[src/rtl/assert_macros.svh]
// Assertion helpers; the enclosing module provides clk and rst_n.
`ifndef ASSERT_MACROS_SVH
`define ASSERT_MACROS_SVH

`define QAU_ASSERT(lbl, prop, msg) \
    lbl: assert property (@(posedge clk) disable iff (!rst_n) prop) \
        else $error(msg);

`define QAU_ASSERT_NEVER(lbl, cond, msg) \
    lbl: assert property (@(posedge clk) disable iff (!rst_n) !(cond)) \
        else $error(msg);

`endif

[src/rtl/qau_pkg.sv]
`default_nettype none
package qau_pkg;

    localparam int DATA_WIDTH_DEF = 16;
    localparam int FRAC_BITS_DEF  = 12;
    localparam int QN             = 4;
    localparam int FIFO_DEPTH     = 2;
    localparam int OP_BITS        = 2;

    typedef logic [OP_BITS-1:0] op_t;

    localparam op_t OP_MUL  = 2'd0;
    localparam op_t OP_CONJ = 2'd1;
    localparam op_t OP_LEN  = 2'd2;
    localparam op_t OP_NORM = 2'd3;

endpackage
`default_nettype wire

[src/rtl/qau_front.sv]
`default_nettype none
`include "assert_macros.svh"
module qau_front
    import qau_pkg::*;
#(
    parameter int DW = DATA_WIDTH_DEF
)
(
    input  wire logic              clk,
    input  wire logic              rst_n,
    input  wire logic              in_valid,
    output logic                   in_ready,
    input  wire logic [8*DW+1:0]   in_data,
    output logic                   out_valid,
    input  wire logic              out_pop,
    output logic [8*DW+1:0]        out_data
);

    localparam int AW = $clog2(FIFO_DEPTH);

    logic [8*DW+1:0] mem [FIFO_DEPTH];
    logic [AW-1:0]   wr_ptr_reg, wr_ptr_next;
    logic [AW-1:0]   rd_ptr_reg, rd_ptr_next;
    logic [AW:0]     count_reg, count_next;
    logic            push, pop;

    assign in_ready  = (count_reg != AW'(0) + (AW+1)'(FIFO_DEPTH));
    assign out_valid = (count_reg != '0);
    assign push      = in_valid && in_ready;
    assign pop       = out_pop && out_valid;
    assign out_data  = mem[rd_ptr_reg];

    always_comb
    begin
        wr_ptr_next = push ? wr_ptr_reg + AW'(1) : wr_ptr_reg;
        rd_ptr_next = pop  ? rd_ptr_reg + AW'(1) : rd_ptr_reg;
        count_next  = count_reg;
        case ({push, pop})
            2'b10:   count_next = count_reg + (AW+1)'(1);
            2'b01:   count_next = count_reg - (AW+1)'(1);
            default: count_next = count_reg;
        endcase
    end

    always_ff @(posedge clk or negedge rst_n)
    begin
        if (!rst_n)
        begin
            wr_ptr_reg <= '0;
            rd_ptr_reg <= '0;
            count_reg  <= '0;
        end
        else
        begin
            wr_ptr_reg <= wr_ptr_next;
            rd_ptr_reg <= rd_ptr_next;
            count_reg  <= count_next;
        end
    end

    always_ff @(posedge clk)
    begin
        if (push)
            mem[wr_ptr_reg] <= in_data;
    end

    `QAU_ASSERT(a_count_bound, count_reg <= (AW+1)'(FIFO_DEPTH), "queue count past depth")
    `QAU_ASSERT(a_count_up, push && !pop |=> count_reg == $past(count_reg) + (AW+1)'(1), "queue count did not rise")
    `QAU_ASSERT_NEVER(a_ptr_sync, count_reg == '0 && wr_ptr_reg != rd_ptr_reg, "empty queue with split pointers")

endmodule
`default_nettype wire

[config.mk]
export PLATFORM = sky130hd
export DESIGN_NAME = qau_front
export DESIGN_NICKNAME = d
export VERILOG_FILES = /design/src/rtl/qau_pkg.sv /design/src/rtl/qau_front.sv
export VERILOG_INCLUDE_DIRS = /design/src /design/src/rtl
export SDC_FILE = /design/constraint.sdc
export NUM_CORES = 1
export LEC_CHECK = 0
export ABC_AREA = 0
export BUFFER_PORTS_ARGS = -buffer_cell sky130_fd_sc_hd__buf_2
export CAP_MARGIN = 10
export CORE_MARGIN = 4
export CORE_UTILIZATION = 45
export DETAILED_ROUTE_END_ITERATION = 16
export GPL_ROUTABILITY_DRIVEN = 0
export HOLD_SLACK_MARGIN = 0.05
export PLACE_DENSITY_LB_ADDON = 0.3
export SLEW_MARGIN = 15
export SYNTH_ARGS = -nofsm -noshare
export SYNTH_HDL_FRONTEND = slang
export SYNTH_SLANG_ARGS = --single-unit
[constraint.sdc]
create_clock -name clk -period 6.3 [get_ports clk]
set_input_delay 0.945 -clock clk [delete_from_list [all_inputs] [get_ports clk]]
set_output_delay 0.945 -clock clk [all_outputs]
set_load 0.005 [all_outputs]
==> out/results.tsv <==
metric	value	unit
wl_per_cell	18.6	um
nFillCells	1673	
startpoint_type	flop	
tns	0	ns
synth_edf_count	260	
synth_commonest_cells	edfxtp_1, mux2_4, mux2_2	
grt_pass1_vias	5213	
rr_worst_depth	3	
drt_wl_total	18.7	mm
cts_tree	built	
drc	0	
fp-row-count	54	
synth_top_area_share	78.5	%
leakage	4.88	nW
hold_viol	0	
cts.hold.buffers_added	0	
ir_worst_vdd	0.372	mV
synthTopCellsByArea	edfxtp_1, mux2_4, mux2_2	
synthCells	422	
final_area	12400	um^2
area_growth	24.6	%
ys_types	16	
avgSynthCellArea	23.6	um^2
layout.nets	840	
root_buffer	clkbuf_16	
syn-num-nets	557	
tightestPinTransition	1.10	ns
grt_pass1_wl	27.2	mm
drtAntennaViolNets	0	
async_flop_share	1.52	%
ys_seq_area_share	79.5	%
cts_resized	0	
hpwl	12.3	mm
die_h	157	um
ys_warn_count	0	
drtIter0Drc	208	
cts_setup_buffers	0	
drive_gt1_share	61.1	%
clkTransAtPathRegs	0.06	ns
slew_viol_final	0	
yosysMostFrequentCell	edfxtp_1	
worstSkewPairLatency	0.52	ns
hp-class	primary input to asynchronous set/reset pin	
n_antenna_cell	0	
dieWidth	157	um
max_slew_margin	26.7	%
yosysTopAreaCell	edfxtp_1	
status	completed	
clock_path_buffers	3	
synth_area	9950	um^2
drt_pre_antenna_iters	4	
viasPerCell	4.92	
num_vias	4940	
fin_crit	3.65	ns
crit_required	5.35	ns
ys.flop_type	edfxtp_1	
track_usage	14.2	%
io_buffers	265	
grt_setup_unrepaired	false	
cts.sinks	264	
place_area	11500	um^2
boundaryPins	266	
cts_max_level	1	
cts_made_buffers	27	
dieArea	24600	um^2
post-route-period-util	58.0	%
antenna_found_initial	1	
crit_type	flop to output port	
initial_core_util	45.7	%
fmax	274	MHz
overflow	0	
largest_reg_flops	260	
fin_skew	0.0165	ns
setup_viol	0	
grt_max_degree	75	
cp_max_fo	74	
drv_cap	0	
coreArea	21800	um^2
power_density	460	nW/um^2
crit_arrival	2.71	ns
endpoint_kind	output port	
ys_ff_latch	264	
## per-stage QoR
step           power (W)  util [%]  setup WS [ns]  instances  hold slack [ns]
2_1_floorplan    0.00369         -           1.43        422            0.456
3_3_place_gp     0.00420      53.0           3.17        956            0.473
3_5_place_dp     0.00426      53.0           3.10        956            0.483
4_1_cts          0.00580      57.0           2.52       1005            0.193
5_1_grt          0.00599      57.0           2.47       1005            0.196
6_report         0.00571      57.0           2.65       1005            0.219
## per-layer routing
layer,global-route usage [%],up-vias,wire length [um]
li1,-,2246,-
met1,16.8,2456,7160
met2,25.2,206,9430
met3,4.56,30,1730
met4,3.72,2,338
met5,0,-,12
## cell families (layout without fill, tap and decap cells)
family                   Yosys count  count (layout)  synth area share, %
buffers and inverters             15             318                 1.48
flip-flops                       264             264                 79.5
XOR/XNOR                           5               5                0.440
AND/OR/NAND/NOR                    7               7                0.365
multiplexers                     130             130                 18.1
adder cells (fa/ha/maj)            1               1                0.126
## critical path, cell delays in order, from the launching register on
cell	delay, ns
dfrtp_4	1.11
buf_12	0.50
mux2_2	0.40
buf_2	0.13
## cells in the final DEF, fill, tap and decap left out, drive strengths merged, types with 2 or more instances in the layout
cell | synthesis | layout
dfrtp | 4 | 4
clkbuf | 0 | 30
buf | 15 | 269
nor2 | 2 | 2
edfxtp | 260 | 260
xor2 | 2 | 2
clkinv | 0 | 13
xnor2 | 3 | 3
bufinv | 0 | 3
clkinvlp | 0 | 2
mux2 | 130 | 130
## worst paths after layout
path,start,to,slack [ns]
setup / recovery,rd_ptr_reg$_DFFE_PN0P_,out_data[6],2.65
hold / removal,rst_n,rd_ptr_reg$_DFFE_PN0P_,0.22
setup reg to reg,count_reg[0]$_DFFE_PN0P_,mem[1][102]$_DFFE_PP_,3.57
hold reg to reg,count_reg[1]$_DFFE_PN0P_,count_reg[1]$_DFFE_PN0P_,0.52
max in group asynchronous,rst_n,rd_ptr_reg$_DFFE_PN0P_,5.94
min in group clk,count_reg[1]$_DFFE_PN0P_,count_reg[1]$_DFFE_PN0P_,0.52
## area by class of cell
class                           instances  area, um^2  area share [%]
Clock inverter                         19         175            1.41
Multi-Input combinational cell        143        1910            15.4
Tap cell                              280         350            2.83
Sequential cell                       264        7910            63.8
Timing Repair Buffer                  269        1370            11.0
Clock buffer                           30         687            5.54
## power breakdown
| group | internal, W | total [W] | switching, W |
|---|---|---|---|
| clock network | 0.000906 | 0.00153 | 0.000621 |
| logic | 0.000879 | 0.00158 | 0.000696 |
| registers | 0.00241 | 0.00261 | 0.000197 |
(Power assumes the default switching activity.)
